**src/sv/first_fit_free_list_allocator_core_macros.svh**
```systemverilog
// ----------------------------------------------------------------------------
// Assertion macros
// Concurrent assertion wrappers used by the allocator datapath.
// ----------------------------------------------------------------------------
`ifndef FIRST_FIT_FREE_LIST_ALLOCATOR_CORE_MACROS_SVH
`define FIRST_FIT_FREE_LIST_ALLOCATOR_CORE_MACROS_SVH
`ifndef SYNTHESIS
// assertion checked while reset is low
`define FFA_ASSERT_RST(label, clk, rst, prop, msg) \
   label: assert property (@(posedge clk) disable iff (rst) prop) else $error(msg);
// assertion checked at every edge, reset included
`define FFA_ASSERT_ALWAYS(label, clk, prop, msg) \
   label: assert property (@(posedge clk) prop) else $error(msg);
`else
`define FFA_ASSERT_RST(label, clk, rst, prop, msg)
`define FFA_ASSERT_ALWAYS(label, clk, prop, msg)
`endif
`endif

```
**src/sv/ffa_pkg.sv**
```systemverilog
// ----------------------------------------------------------------------------
// ffa_pkg
// Types and constants of the first-fit free list allocator.
// ----------------------------------------------------------------------------
package ffa_pkg;

   localparam int ADDR_W   = 31;
   localparam int OP_W     = 2;
   localparam int STATUS_W = 3;

   localparam logic [ADDR_W-1:0] ADDR_MAX = 31'h7FFF_FFFF;

   localparam logic [OP_W-1:0] OP_INIT  = 2'd0;
   localparam logic [OP_W-1:0] OP_ALLOC = 2'd1;
   localparam logic [OP_W-1:0] OP_FREE  = 2'd2;
   localparam logic [OP_W-1:0] OP_NOP   = 2'd3;

   localparam logic [STATUS_W-1:0] ST_OK    = 3'd0;
   localparam logic [STATUS_W-1:0] ST_ZERO  = 3'd1;
   localparam logic [STATUS_W-1:0] ST_NOFIT = 3'd2;
   localparam logic [STATUS_W-1:0] ST_FULL  = 3'd3;
   localparam logic [STATUS_W-1:0] ST_FLOOR = 3'd4;

   typedef enum logic [4:0] {
      S_IDLE,
      S_DISPATCH,
      S_A_CHK,
      S_A_EV,
      S_F_SCAN,
      S_L_START,
      S_L_EV0,
      S_L_CHK,
      S_L_EV,
      S_L_INS2,
      S_C_START,
      S_C_RD,
      S_C_LATCH,
      S_C_CHK,
      S_C_EV,
      S_FINISH
   } state_type;

   typedef enum logic [4:0] {
      DP_NOP,
      DP_LOAD,
      DP_INIT,
      DP_A_START,
      DP_RD_CUR,
      DP_A_ADV,
      DP_A_EXACT,
      DP_A_CARVE,
      DP_SCAN_CLR,
      DP_SCAN_INC,
      DP_F_WNEW,
      DP_RD_HEAD,
      DP_L_HEADINS,
      DP_L_FIRST,
      DP_L_ADV,
      DP_L_INS1,
      DP_L_INS2,
      DP_C_START,
      DP_C_LATCH,
      DP_RD_CN,
      DP_C_MERGE,
      DP_C_ADV
   } dp_op_type;

   typedef struct packed {
      dp_op_type           op;
      logic                set_status;
      logic [STATUS_W-1:0] status;
      logic                out_load;
   } ctl_cmd_type;

   typedef struct packed {
      logic [OP_W-1:0] opcode;
      logic            req_zero;
      logic            len_zero;
      logic            below_floor;
      logic            head_valid;
      logic            cur_valid;
      logic            fit;
      logic            exact;
      logic            scan_hit;
      logic            scan_last;
      logic            st_lt_rd;
      logic            cn_valid;
      logic            adjacent;
      logic            out_free;
   } dp_stat_type;

endpackage

```
**src/sv/ffa_controller.sv**
```systemverilog
// ----------------------------------------------------------------------------
// ffa_controller
// Sequencer for init, allocate walk, free scan, sorted insert and coalesce.
// ----------------------------------------------------------------------------
module ffa_controller (
   input  logic                  clock,
   input  logic                  reset,
   input  logic                  req_valid,
   output logic                  req_ready,
   input  ffa_pkg::dp_stat_type  stat,
   output ffa_pkg::ctl_cmd_type  cmd
);

   ffa_pkg::state_type state_ff, state_in;

   always_ff @(posedge clock) begin
      if (reset) begin
         state_ff <= ffa_pkg::S_IDLE;
      end else begin
         state_ff <= state_in;
      end
   end

   always_comb begin
      state_in = state_ff;
      unique case (state_ff)
         ffa_pkg::S_IDLE: begin
            if (req_valid) state_in = ffa_pkg::S_DISPATCH;
         end
         ffa_pkg::S_DISPATCH: begin
            unique case (stat.opcode)
               ffa_pkg::OP_ALLOC: begin
                  state_in = stat.req_zero ? ffa_pkg::S_FINISH : ffa_pkg::S_A_CHK;
               end
               ffa_pkg::OP_FREE: begin
                  if (stat.len_zero || stat.below_floor) state_in = ffa_pkg::S_FINISH;
                  else state_in = ffa_pkg::S_F_SCAN;
               end
               default: state_in = ffa_pkg::S_FINISH;
            endcase
         end
         ffa_pkg::S_A_CHK: begin
            state_in = stat.cur_valid ? ffa_pkg::S_A_EV : ffa_pkg::S_FINISH;
         end
         ffa_pkg::S_A_EV: begin
            state_in = stat.fit ? ffa_pkg::S_FINISH : ffa_pkg::S_A_CHK;
         end
         ffa_pkg::S_F_SCAN: begin
            if (stat.scan_hit) state_in = ffa_pkg::S_L_START;
            else if (stat.scan_last) state_in = ffa_pkg::S_FINISH;
         end
         ffa_pkg::S_L_START: begin
            state_in = stat.head_valid ? ffa_pkg::S_L_EV0 : ffa_pkg::S_C_START;
         end
         ffa_pkg::S_L_EV0: begin
            state_in = stat.st_lt_rd ? ffa_pkg::S_C_START : ffa_pkg::S_L_CHK;
         end
         ffa_pkg::S_L_CHK: begin
            state_in = stat.cur_valid ? ffa_pkg::S_L_EV : ffa_pkg::S_L_INS2;
         end
         ffa_pkg::S_L_EV: begin
            state_in = stat.st_lt_rd ? ffa_pkg::S_L_INS2 : ffa_pkg::S_L_CHK;
         end
         ffa_pkg::S_L_INS2:  state_in = ffa_pkg::S_C_START;
         ffa_pkg::S_C_START: state_in = ffa_pkg::S_C_RD;
         ffa_pkg::S_C_RD:    state_in = ffa_pkg::S_C_LATCH;
         ffa_pkg::S_C_LATCH: state_in = ffa_pkg::S_C_CHK;
         ffa_pkg::S_C_CHK: begin
            state_in = stat.cn_valid ? ffa_pkg::S_C_EV : ffa_pkg::S_FINISH;
         end
         ffa_pkg::S_C_EV:    state_in = ffa_pkg::S_C_CHK;
         ffa_pkg::S_FINISH: begin
            if (stat.out_free) state_in = ffa_pkg::S_IDLE;
         end
         default: state_in = ffa_pkg::S_IDLE;
      endcase
   end

   always_comb begin
      req_ready      = 1'b0;
      cmd.op         = ffa_pkg::DP_NOP;
      cmd.set_status = 1'b0;
      cmd.status     = ffa_pkg::ST_OK;
      cmd.out_load   = 1'b0;
      unique case (state_ff)
         ffa_pkg::S_IDLE: begin
            req_ready = 1'b1;
            if (req_valid) cmd.op = ffa_pkg::DP_LOAD;
         end
         ffa_pkg::S_DISPATCH: begin
            unique case (stat.opcode)
               ffa_pkg::OP_INIT: begin
                  cmd.op         = ffa_pkg::DP_INIT;
                  cmd.set_status = 1'b1;
               end
               ffa_pkg::OP_ALLOC: begin
                  if (stat.req_zero) begin
                     cmd.set_status = 1'b1;
                     cmd.status     = ffa_pkg::ST_ZERO;
                  end else begin
                     cmd.op = ffa_pkg::DP_A_START;
                  end
               end
               ffa_pkg::OP_FREE: begin
                  if (stat.len_zero) begin
                     cmd.set_status = 1'b1;
                     cmd.status     = ffa_pkg::ST_ZERO;
                  end else if (stat.below_floor) begin
                     cmd.set_status = 1'b1;
                     cmd.status     = ffa_pkg::ST_FLOOR;
                  end else begin
                     cmd.op = ffa_pkg::DP_SCAN_CLR;
                  end
               end
               default: cmd.set_status = 1'b1;
            endcase
         end
         ffa_pkg::S_A_CHK: begin
            if (stat.cur_valid) begin
               cmd.op = ffa_pkg::DP_RD_CUR;
            end else begin
               cmd.set_status = 1'b1;
               cmd.status     = ffa_pkg::ST_NOFIT;
            end
         end
         ffa_pkg::S_A_EV: begin
            if (stat.fit) begin
               cmd.op         = stat.exact ? ffa_pkg::DP_A_EXACT : ffa_pkg::DP_A_CARVE;
               cmd.set_status = 1'b1;
            end else begin
               cmd.op = ffa_pkg::DP_A_ADV;
            end
         end
         ffa_pkg::S_F_SCAN: begin
            if (stat.scan_hit) begin
               cmd.op = ffa_pkg::DP_F_WNEW;
            end else if (stat.scan_last) begin
               cmd.set_status = 1'b1;
               cmd.status     = ffa_pkg::ST_FULL;
            end else begin
               cmd.op = ffa_pkg::DP_SCAN_INC;
            end
         end
         ffa_pkg::S_L_START: begin
            cmd.op = stat.head_valid ? ffa_pkg::DP_RD_HEAD : ffa_pkg::DP_L_HEADINS;
         end
         ffa_pkg::S_L_EV0: begin
            cmd.op = stat.st_lt_rd ? ffa_pkg::DP_L_HEADINS : ffa_pkg::DP_L_FIRST;
         end
         ffa_pkg::S_L_CHK: begin
            cmd.op = stat.cur_valid ? ffa_pkg::DP_RD_CUR : ffa_pkg::DP_L_INS1;
         end
         ffa_pkg::S_L_EV: begin
            cmd.op = stat.st_lt_rd ? ffa_pkg::DP_L_INS1 : ffa_pkg::DP_L_ADV;
         end
         ffa_pkg::S_L_INS2:  cmd.op = ffa_pkg::DP_L_INS2;
         ffa_pkg::S_C_START: cmd.op = ffa_pkg::DP_C_START;
         ffa_pkg::S_C_RD:    cmd.op = ffa_pkg::DP_RD_CUR;
         ffa_pkg::S_C_LATCH: cmd.op = ffa_pkg::DP_C_LATCH;
         ffa_pkg::S_C_CHK: begin
            if (stat.cn_valid) begin
               cmd.op = ffa_pkg::DP_RD_CN;
            end else begin
               cmd.set_status = 1'b1;
            end
         end
         ffa_pkg::S_C_EV: begin
            cmd.op = stat.adjacent ? ffa_pkg::DP_C_MERGE : ffa_pkg::DP_C_ADV;
         end
         ffa_pkg::S_FINISH: cmd.out_load = stat.out_free;
         default: ;
      endcase
   end

endmodule

```
**config.mk**
```make
export PLATFORM = sky130hd
export DESIGN_NAME = ffa_controller
export DESIGN_NICKNAME = d
export VERILOG_FILES = /design/src/sv/first_fit_free_list_allocator_core_macros.svh /design/src/sv/ffa_pkg.sv /design/src/sv/ffa_controller.sv
export SDC_FILE = /design/constraint.sdc
export NUM_CORES = 1
export LEC_CHECK = 0
export BUFFER_PORTS_ARGS = -buffer_cell sky130_fd_sc_hd__buf_2
export CAP_MARGIN = 10
export CORE_AREA = 3 3 53 46
export CTS_CLUSTER_DIAMETER = 150
export DETAILED_ROUTE_END_ITERATION = 10
export DIE_AREA = 0 0 56 49
export PLACE_DENSITY = 0.86
export SETUP_SLACK_MARGIN = 0.5
export SLEW_MARGIN = 30
export SYNTH_ARGS = -nofsm -noshare
export SYNTH_HDL_FRONTEND = slang
export SYNTH_SLANG_ARGS = --single-unit
```
**constraint.sdc**
```tcl
create_clock -name clock -period 1.8 [get_ports clock]
set_input_delay 0.36 -clock clock [delete_from_list [all_inputs] [get_ports clock]]
set_output_delay 0.36 -clock clock [all_outputs]
set_load 0.005 [all_outputs]
```
==> impl_results.md, run 1 <==
- Status: finished, violations left
- Violations in the final reports: setup timing
- Number of antenna violations at the first check in global routing: 0
- Min-Delay Path Class: input pin to flip-flop
- Share of post-route cells with drive strength above 1: just under 60%
- Final critical path time including I/O delays and setup: 2010 ps
- Worst Setup Path Type: flip-flop to primary output
- Worst voltage drop across the vdd grid: 0.00127 V
- HPWL after DPL: about 2600 um
- Share of synthesized area occupied by flip-flops and latches: 8.26%
- Slew of the pin with the lowest slew margin: around 440 ps
- Type of origin of the critical path: flip-flop
- Power share of the combinational group: 84.3%
- Total of endpoints with negative setup slack in the final report: 7
- Post-detailed-route via-to-cell ratio: 6.92
- Netlist cell types: 56
- Detail-routed net length per standard cell: about 21 um
- Largest net degree at the start of global routing: 11
- Growth of design area from synthesis to finish: 63.5%
- Number of clock buffers inserted by TritonCTS: 3
- Endpoint of the lowest-slack register-to-register path: state_ff[0]
- Slack of the worst reg-to-reg path: approximately 50 ps
- Number of warning messages in the yosys log: 0
- Cell-by-cell listing of the critical path: buf_4, or2_4, nor3_1, nor4_2, o21ai_1, buf_2
- Highest clock frequency the design can meet: between 0.4 and 0.5 GHz
- Drt total wl: roughly 4500 um
- Number of DRC markers after the initial detailed-route iteration: 177
- Global-route wire length before repair: between 6000 and 7000 um
- Sort of element at the end of the critical path: primary output
- Initial Util: approximately 51%
- Clock tree from TritonCTS: done
- Post-Synthesis Mean Instance Area: approximately 7.4 sq um
- Port Buffers: 28
- Antenna diode count: 0
- GRT Resource Usage Total: roughly 29%
- Number of cells on the worst reg-to-reg path: 7
- Critical-path top delay cell: sky130_fd_sc_hd__dfxtp_4
- Detailed-router iteration count before antenna repair: 5
- Share of total power consumed by net switching: a little under 50%
- Clock latency of the later-clocked register in the worst-skew pair: about 240 ps
- Placer Congestion: about 0.96
- Final core area utilization: between 80 and 90%
- Congestion Overflow GR: 0
- Signal arrival time at the worst endpoint: about 1700 ps
- Number of antenna-violating nets in the routed design: 0
- Final Worst Setup Slack: -213 ps
- CTS clock-pin slew for the worst setup and hold paths: approximately 50 ps
- Setup repair after global routing missed its margin: true
- Fill cells: ~110
- Delay of the slowest cell on the worst path: roughly 360 ps
- Sequential share of power: between 10% and 20%
- Largest registers: state_ff: 4 flops
- Internal: ~0.0013 W
- Vias post-DR: about 1.5k
- Worst Skew: between 6 and 7 ps
- Largest fanout on the critical path: 6
- Clock power frac: 4.6%
- Buffers from clock root to sink, at most: 2
- Number of synthesized register bits: 4
- Number of max-slew violations in the final report: 0
- Number of hold violations in the final report: 0
- Net switching power: 0.00131 W
- Register with the most flip-flops: state_ff
- Critical R2R Launch: state_ff[2]
- Number of flops mapped to enable cells by yosys: 0
- P per Cell Area: around 1700 mW/mm^2
- Slew HR: between 70% and 80%
- Number of max-capacitance violations reported: 0
- CTS Root Cell: sky130_fd_sc_hd__clkbuf_4
- Area of the die: 0.00274 sq mm
- Number of I/O pins: 29
- Number of H-tree levels: 1
- Cts-stage hold buffer count: 0
- Number of nets in the synthesized netlist: between 150 and 200
- Number of flip-flops in the largest register: 4
- Share of the clock period used by the worst path: 112%
- Hold WS: roughly 360 ps
- Fraction of synthesis flops using an asynchronous set or reset pin: 0%
- Termination of the worst setup path: cmd[5]
- DRC violations left: 0
- Horiz. Die Dim: approximately 56 um
- Cell count after synthesis: 131
- Most instantiated flip-flop cell in the synthesis netlist: sky130_fd_sc_hd__dfxtp_1
- Static Leakage: slightly above 0.7 nW
- Number of global-route vias before repair: 1341
- Number of sinks on the clock net: 4
- Data required, critical path: ~1400 ps
- Number of core rows: 14
- Start point of the critical path: state_ff[2]
- Placeable core region: between 0.0015 and 0.002 sq mm
- Die Ht: approximately 49 um
- Total standard cell area after synthesis: ~970 sq um
- Final-stage net count: 216
worst max-delay path, delay by kind of cell (launching register included):
kind                   cells  cell delay [ps]
AND/OR/NAND/NOR            3              690
flip-flops                 1              360
buffers and inverters      2              270
AO/OA/AOI/OAI              1               90
power groups by stage:
stage	Clock, W	Combinational, W	Sequential (W)
detailed placement	0	0.00155	0.000268
global route	0.000128	0.00233	0.000303
global placement	0	0.00152	0.000269
CTS	0.000119	0.00184	0.000279
finish	0.000121	0.00223	0.000295
floorplan	0	0.00117	0.000167
stage by stage:
step	std cells	worst slack [ps]	cell area (sq um)	TNS, ps	total power (W)
detailed placement	198	-67.5	1290	-120	0.00182
CTS	210	-115	1470	-535	0.00224
finish	214	-213	1590	-723	0.00264
global placement	198	-16.3	1290	-16.3	0.00179
global route	214	-239	1590	-1410	0.00277
floorplan	131	277	1030	0	0.00133
cell usage in the layout, fill, tap and decap left out, types with 3 or more instances in the layout:
cell type and instances:
sky130_fd_sc_hd__buf_2 28, sky130_fd_sc_hd__o22ai_1 3, sky130_fd_sc_hd__a21oi_1 4, sky130_fd_sc_hd__clkbuf_4 3
sky130_fd_sc_hd__inv_1 8, sky130_fd_sc_hd__buf_6 8, sky130_fd_sc_hd__nor2_1 8, sky130_fd_sc_hd__o21ai_0 10
sky130_fd_sc_hd__ha_1 6, sky130_fd_sc_hd__nand2_1 8, sky130_fd_sc_hd__nor3_1 4, sky130_fd_sc_hd__buf_4 29
sky130_fd_sc_hd__dfxtp_4 4
layer usage:
metal  up-vias  routed length (um)  GRT usage, %
met2       151                2030          47.3
met5         -                   0             0
met4         0                 244          17.8
met3        37                 471          3.44
li1        621                   -             -
met1       672                1740          34.9
repair_timing:
action                                  4_1_cts  5_1_grt
resized for setup                            25       19
endpoints found under the setup margin       15       15
buffers inserted                              9        4
pin swaps                                     6        3
kinds of logic after synthesis:
group,after synthesis,share of synthesized area [%]
and+or+nand+nor,47,29.4
adders and majority gates,6,7.74
AOI/OAI and AO/OA,50,39.1
buffers and inverters,19,10.3
DFF,4,8.26
xor gates and xnor gates,1,0.903
muxes,4,4.26
cell type report:
class / count / area [sq um] / area share [%]
Clock buffer: 3 / 22.5 / 1.42
Multi-Input combinational cell: 108 / 947 / 59.7
Tap cell: 24 / 30.0 / 1.89
Sequential cell: 4 / 95.1 / 6.00
Timing Repair Buffer: 65 / 448 / 28.3
Inverter: 10 / 42.5 / 2.68
synthesized netlist by cell type (all sizes together) (4+ instances only):
| cell type | count | area share [%] |
|---|---|---|
| nor3 | 6 | 3.1 |
| nor2 | 11 | 4.3 |
| ha | 6 | 7.7 |
| nand2 | 10 | 4.6 |
| o21ai | 13 | 6.7 |
| a21oi | 4 | 2.1 |
| dfxtp | 4 | 8.3 |
| inv | 10 | 3.9 |
| buf | 7 | 5.7 |
| a211oi | 4 | 3.1 |
worst min-delay path by stage:
| stage | from | to | slack, ps | cells past startpoint |
|---|---|---|---|---|
| floorplan | reset | state_ff[2] | 430 | 1 |
| global placement | reset | state_ff[0] | 580 | 2 |
| detailed placement | reset | state_ff[2] | 580 | 2 |
| CTS | reset | state_ff[3] | 320 | 2 |
| global route | reset | state_ff[2] | 360 | 2 |
| finish | reset | state_ff[1] | 360 | 2 |
No activity file was read; power rests on OpenSTA's default activity.
==> run 2: changes to the inputs <==
--- a/config.mk
+++ b/config.mk
@@ -17,3 +17,4 @@
 export SYNTH_ARGS = -nofsm -noshare
 export SYNTH_HDL_FRONTEND = slang
 export SYNTH_SLANG_ARGS = --single-unit
+export TNS_END_PERCENT = 5
==> run 2 against run 1 <==
The flow still finishes with violations (setup timing); core utilization is 8.6 points lower; register-to-register slack better by 50 ps; sequential power is 16% lower; flip-flop and latch count stayed put; via count is 13% lower; worst setup slack better by 63 ps; fmax is 3.3% higher; count of clock-buffer cells in the layout stayed put.
==> impl_results.md, run 2 (synthesis results as in run 1) <==
- Worst Setup Path Type: flip-flop to primary output
- Critical-path top delay cell: sky130_fd_sc_hd__dfxtp_4
- Final critical path time including I/O delays and setup: 1950 ps (-63.4 ps)
- Vias post-DR: 1294 (-13%)
- Pre-CTS setup slack: -56.6 ps (+10.9 ps)
- Slew of the pin with the lowest slew margin: 406 ps (-30.3 ps)
- Port Buffers: 28 (unchanged)
- Number of I/O pins: 29 (unchanged)
- Largest net degree at the start of global routing: 13 (+2)
- Buffering stage count on the worst path with inverters included: 4 (+2)
- Post-detailed-route via-to-cell ratio: 6.44 (-7.0%)
- Antenna diode count: 0 (unchanged)
- Register with the most flip-flops: state_ff
- Number of clock buffers inserted by TritonCTS: 3 (unchanged)
- Critical R2R Launch: state_ff[3]
- Hold Path Cell Cnt: 2 (unchanged)
- Type of origin of the critical path: flip-flop
- Final-stage net count: 203 (-6.0%)
- Sort of element at the end of the critical path: primary output
- Crit path depth: 7 (+1)
- Data required, critical path: 1440 ps (about the same)
- Detail-routed net length per standard cell: 17.5 um (-16%)
- Most used cells in the layout excluding fill and tap cells: sky130_fd_sc_hd__buf_2, sky130_fd_sc_hd__buf_4, sky130_fd_sc_hd__o21ai_0, sky130_fd_sc_hd__nor2_1
- Number of max-capacitance violations reported: 0 (unchanged)
- Min-Delay Path Class: input pin to flip-flop
- Share of post-route cells with drive strength above 1: 49.2% (-8.7 points)
- Area used by multi-input combinational logic: 890 sq um (-6.1%)
- Violations in the final reports: setup timing
- Hold WS: 344 ps (-16.5 ps)
- Most used cell along the critical path: sky130_fd_sc_hd__buf_4
- Area of the die: 0.00274 sq mm (unchanged)
- Cts-stage hold buffer count: 0 (unchanged)
- Growth of design area from synthesis to finish: 46.7%
- Number of sinks on the clock net: 4 (unchanged)
- Signal arrival time at the worst endpoint: 1590 ps (-60 ps)
- Worst hold path startpoint: reset
- Post-route cell area: 0.00142 sq mm (-10%)
- DRC violations left: 0 (unchanged)
- GRT Resource Usage Total: 25.4% (-3.2 points)
- Fill cells: 142 (+33%)
- Combined flip-flop and latch cell area: 95.1 sq um (unchanged)
- Number of antenna violations at the first check in global routing: 0 (unchanged)
- Share of the clock period used by the worst path: 108% (-3.5 points)
- Die Ht: 49 um (unchanged)
- Final Worst Setup Slack: -150 ps (+63.4 ps)
- Clock tree from TritonCTS: done
- Number of DRC markers after the initial detailed-route iteration: 61 (-66%)
- CTS Root Cell: sky130_fd_sc_hd__clkbuf_4
- Start point of the critical path: state_ff[3]
- Highest clock frequency the design can meet: 0.513 GHz (+3.3%)
- Largest fanout on the critical path: 8 (+2)
- Placer Congestion: 0.961 (+0.49%)
- Overall power after layout: 0.00227 W (-14%)
- Delay of the slowest cell on the worst path: 350 ps (about the same)
- Most frequent standard cell in the layout excluding fill and tap cells: sky130_fd_sc_hd__buf_2
- Slew HR: 72.7% (+2.0 points)
- Number of global-route vias before repair: 1272 (-5.1%)
- Cell-by-cell listing of the critical path: buf_12, nor4b_4, buf_4, buf_4, nand2_1, o32ai_1, buf_2
- Number of cells on the worst reg-to-reg path: 8 (+1)
- Congestion Overflow GR: 0 (unchanged)
- Buffers from clock root to sink, at most: 2 (unchanged)
- Detailed-router iteration count before antenna repair: 4 (-1)
- Number of flip-flops in the largest register: 4 (unchanged)
- Number of max-slew violations in the final report: 0 (unchanged)
- HPWL after DPL: 2590 um (-0.90%)
- Worst voltage drop across the vdd grid: 0.000993 V (-22%)
- Number of core rows: 14 (unchanged)
- Horiz. Die Dim: 56 um (unchanged)
- Number of H-tree levels: 1 (unchanged)
- CTS clock-pin slew for the worst setup and hold paths: 40 ps (about the same)
- Initial Util: 51.3% (unchanged)
- P per Cell Area: 1590 mW/mm^2 (-4.4%)
- Clock latency of the later-clocked register in the worst-skew pair: 230 ps (about the same)
- Largest registers: state_ff: 4 flops
- Cell family with most CP delay: buffers and inverters
- Total of endpoints with negative setup slack in the final report: 7 (unchanged)
- Static Leakage: 0.635 nW (-11%)
- Number of antenna-violating nets in the routed design: 0 (unchanged)
- Worst Skew: 4.08 ps (-2.10 ps)
- Status: finished, violations left
- Area post-placement: 0.00124 sq mm (-4.0%)
- Setup repair after global routing missed its margin: true
- Drt total wl: 3520 um (-21%)
- Global-route wire length before repair: 5730 um (-9.7%)
- Placeable core region: 0.00189 sq mm (unchanged)
- Number of hold violations in the final report: 0 (unchanged)
==> run 2: per-layer routing <==
metal | wire [um] | track usage, % | share of wire [%] | up-vias
li1 | - | - | - | 591
met5 | 0 | 0 | 0 | -
met1 | 1260 | 29.0 | 36 | 597
met4 | 107 | 9.49 | 3.0 | 0
met3 | 398 | 6.35 | 11 | 14
met2 | 1760 | 45.1 | 50 | 92
==> run 2: final cells by class <==
class / count / area share, %
multi-input cells: 108 / 62.5
repair buffers: 52 / 24.5
flip-flops and latches: 4 / 6.68
inverters: 10 / 2.64
well taps: 24 / 2.11
clock buffers: 3 / 1.58
==> run 2: per-stage QoR <==
step                      cells  TNS (ps)  utilization [%]
after floorplan             131         0                -
after global placement      194         0             65.7
after detailed placement    194     -76.0             65.7
after CTS                   200      -383             71.6
after global routing        201     -1280             75.2
final                       201      -664             75.2
==> run 2: power breakdown <==
part / switching (W) / internal, W
sequential: 0.0000912 / 0.000157
clock: 0.0000400 / 0.0000749
combinational: 0.000965 / 0.000941
total: 0.00110 / 0.00117
==> run 2: worst paths after layout <==
kind	slack (ps)	to
setup / recovery	-150	cmd[1]
hold / removal	340	state_ff[1]
setup reg to reg	100	state_ff[3]
hold reg to reg	790	state_ff[3]
==> run 2: timing repair <==
| item | CTS | global route |
|---|---|---|
| resized for setup | 20 | 15 |
| gates cloned | 0 | 0 |
| pin swaps | 9 | 1 |
| buffers inserted | 3 | 1 |
| hold endpoints to repair | 0 | 0 |
| endpoints found under the setup margin | 15 | 15 |
==> run 3: changes to the inputs <==
--- a/config.mk
+++ b/config.mk
@@ -7,11 +7,13 @@
 export LEC_CHECK = 0
 export BUFFER_PORTS_ARGS = -buffer_cell sky130_fd_sc_hd__buf_2
 export CAP_MARGIN = 10
-export CORE_AREA = 3 3 53 46
+export CORE_AREA = 3 3 51 44
 export CTS_CLUSTER_DIAMETER = 150
+export CTS_CLUSTER_SIZE = 24
 export DETAILED_ROUTE_END_ITERATION = 10
-export DIE_AREA = 0 0 56 49
-export PLACE_DENSITY = 0.86
+export DIE_AREA = 0 0 54 47
+export PLACE_DENSITY = 0.92
+export RECOVER_POWER = 100
 export SETUP_SLACK_MARGIN = 0.5
 export SLEW_MARGIN = 30
 export SYNTH_ARGS = -nofsm -noshare
==> constraint.sdc (replaced) <==
create_clock -name clock -period 2.4 [get_ports clock]
set_input_delay 0.48 -clock clock [delete_from_list [all_inputs] [get_ports clock]]
set_output_delay 0.48 -clock clock [all_outputs]
set_load 0.005 [all_outputs]
==> run 3 against run 2 <==
The run now ends clean; core utilization shrank 5.9 points; die area shrank 7.5%; critical path depth shrank 1.
==> impl_results.md, run 3 (synthesis results as in run 1) <==
- Termination of the worst setup path: cmd[5]
- Type of origin of the critical path: flip-flop
- Most used cells in the layout excluding fill and tap cells: sky130_fd_sc_hd__buf_2, sky130_fd_sc_hd__o21ai_0, sky130_fd_sc_hd__nor2_1, sky130_fd_sc_hd__inv_1, sky130_fd_sc_hd__nand2_1
- Antenna diode count: 0 (unchanged)
- Share of post-route cells with drive strength above 1: 37.6% (-12 points)
- Critical R2R Launch: state_ff[0]
- Min-Delay Path Class: input pin to flip-flop
- Number of DRC markers after the initial detailed-route iteration: 87 (+43%)
- Clock tree from TritonCTS: done
- Initial Util: 53.7% (+2.5 points)
- Vias post-DR: 1253 (-3.2%)
- Endpoint of the lowest-slack register-to-register path: state_ff[3]
- Critical-path top delay cell: sky130_fd_sc_hd__dfxtp_4
- Number of global-route vias before repair: 1140 (-10%)
- Growth of design area from synthesis to finish: 28.9%
- Cell-by-cell listing of the critical path: buf_4, nor4b_2, and4_1, nor4_2, o21ai_0, buf_2
- Start point of the critical path: state_ff[3]
- Drt total wl: 3290 um (-6.7%)
- Number of max-slew violations in the final report: 0 (unchanged)
- Largest fanout on the critical path: 6 (-2)
- CTS Root Cell: sky130_fd_sc_hd__clkbuf_4
- Post-detailed-route via-to-cell ratio: 6.63 (+3.0%)
- Setup repair after global routing missed its margin: true
- Detailed-router iteration count before antenna repair: 6 (+2)
- Number of flip-flops in the largest register: 4 (unchanged)
- DRC violations left: 0 (unchanged)
- Placer Congestion: 0.988 (+2.9%)
- Slew HR: 66.8% (-5.9 points)
- Highest clock frequency the design can meet: between 0.4 and 0.5 GHz
- Static Leakage: 0.523 nW (-18%)
- Hold WS: 462 ps (+118 ps)
- Signal arrival time at the worst endpoint: 1660 ps (+70 ps)
- Number of hold violations in the final report: 0 (unchanged)
- Number of cells on the worst reg-to-reg path: 4 (-4)
- Congestion Overflow GR: 0 (unchanged)
- Number of core rows: 14 (unchanged)
- Detail-routed net length per standard cell: 17.4 um (-0.75%)
- Share of the clock period used by the worst path: 89.3%
- Number of antenna violations at the first check in global routing: 0 (unchanged)
- Register with the most flip-flops: state_ff
- Number of H-tree levels: 1 (unchanged)
- Data required, critical path: 1920 ps (+480 ps)
- Number of antenna-violating nets in the routed design: 0 (unchanged)
- Final-stage net count: 191 (-5.9%)
- Worst voltage drop across the vdd grid: 0.000580 V (-42%)
- Cts-stage hold buffer count: 0 (unchanged)
- Number of I/O pins: 29 (unchanged)
- Worst Setup Path Type: flip-flop to primary output
- Status: completed
- Delay of the slowest cell on the worst path: 360 ps (about the same)
- Sort of element at the end of the critical path: primary output
- P per Cell Area: 1140 mW/mm^2 (-29%)
- Slew of the pin with the lowest slew margin: 498 ps (+92.1 ps)
- Buffering stage count on the worst path with inverters included: 2 (-2)
- Setup Total Neg Slack: 0 ps (+664 ps)
- Number of max-capacitance violations reported: 0 (unchanged)
- Largest net degree at the start of global routing: 23 (+10)
- Fill cells: 142 (unchanged)
- Number of clock buffers inserted by TritonCTS: 3 (unchanged)
- Global-route wire length before repair: 5070 um (-12%)
- Crit path depth: 6 (-1)
- Die Ht: 47 um (-4.1%)
- HPWL after DPL: 2310 um (-11%)
- Slack of the worst reg-to-reg path: 690 ps (+590 ps)
- Final critical path time including I/O delays and setup: 2140 ps
- Port Buffers: 28 (unchanged)
- Buffers from clock root to sink, at most: 2 (unchanged)
- Number of sinks on the clock net: 4 (unchanged)
- GRT Resource Usage Total: 26.7% (+1.3 points)
- Total of endpoints with negative setup slack in the final report: 0 (-7)
- Horiz. Die Dim: 54 um (-3.6%)
- Worst Skew: 1.10 ps (-2.98 ps)
- Most frequent standard cell in the layout excluding fill and tap cells: sky130_fd_sc_hd__buf_2
- Largest registers: state_ff: 4 flops
- Area of the die: 0.00254 sq mm (-7.5%)
- Placeable core region: 0.00180 sq mm (-4.6%)
- Cell family with most CP delay: simple AND/OR/NAND/NOR gates
- Clock latency of the later-clocked register in the worst-skew pair: 230 ps (about the same)
- CTS clock-pin slew for the worst setup and hold paths: 40 ps (about the same)
[run 3: how the worst min path moves through the flow]
| stage | endpoint | slack, ps | cells past startpoint | startpoint |
|---|---|---|---|---|
| global route | state_ff[2] | 460 | 2 | reset |
| floorplan | state_ff[0] | 550 | 1 | reset |
| finish | state_ff[0] | 460 | 2 | reset |
| CTS | state_ff[0] | 450 | 2 | reset |
| detailed placement | state_ff[0] | 700 | 2 | reset |
| global placement | state_ff[0] | 700 | 2 | reset |
[run 3: layout make-up]
| class | count | area (sq um) | share of cell area, % |
|---|---|---|---|
| Multi-Input combinational cell | 108 | 837 | 67.0 |
| Inverter | 10 | 37.5 | 3.00 |
| Clock buffer | 3 | 22.5 | 1.80 |
| Timing Repair Buffer | 40 | 228 | 18.2 |
| Sequential cell | 4 | 95.1 | 7.61 |
| Tap cell | 24 | 30.0 | 2.40 |
[run 3: routing by layer]
metal  global-route usage, %  wire (um)  share of wire [%]
met1                    35.5       1300                 40
met2                    44.7       1580                 48
met3                    3.81        353                 11
met4                    8.96         52                1.6
met5                       0          0                  0
[run 3: repair_timing]
action / CTS / global route
setup endpoints to repair: 11 / 8
resized for setup: 20 / 8
pin swaps: 2 / 1
setup buffers: 4 / 1
[run 3: stage by stage]
step	utilization [%]	instance area, sq um	power (W)	cells	worst slack, ps
final	69.3	1250	0.00142	189	256
after global routing	69.3	1250	0.00152	189	183
after CTS	68.9	1240	0.00139	188	365
after detailed placement	62.6	1130	0.00117	181	226
after global placement	62.6	1130	0.00116	181	311
after floorplan	-	970	0.000911	131	549
[run 3: power by group]
part,leakage (nW),total [W],internal (W),switching [W]
Clock,0.0138,0.0000809,0.0000558,0.0000251
Combinational,0.474,0.00113,0.000518,0.000611
Sequential,0.0356,0.000214,0.000118,0.0000961
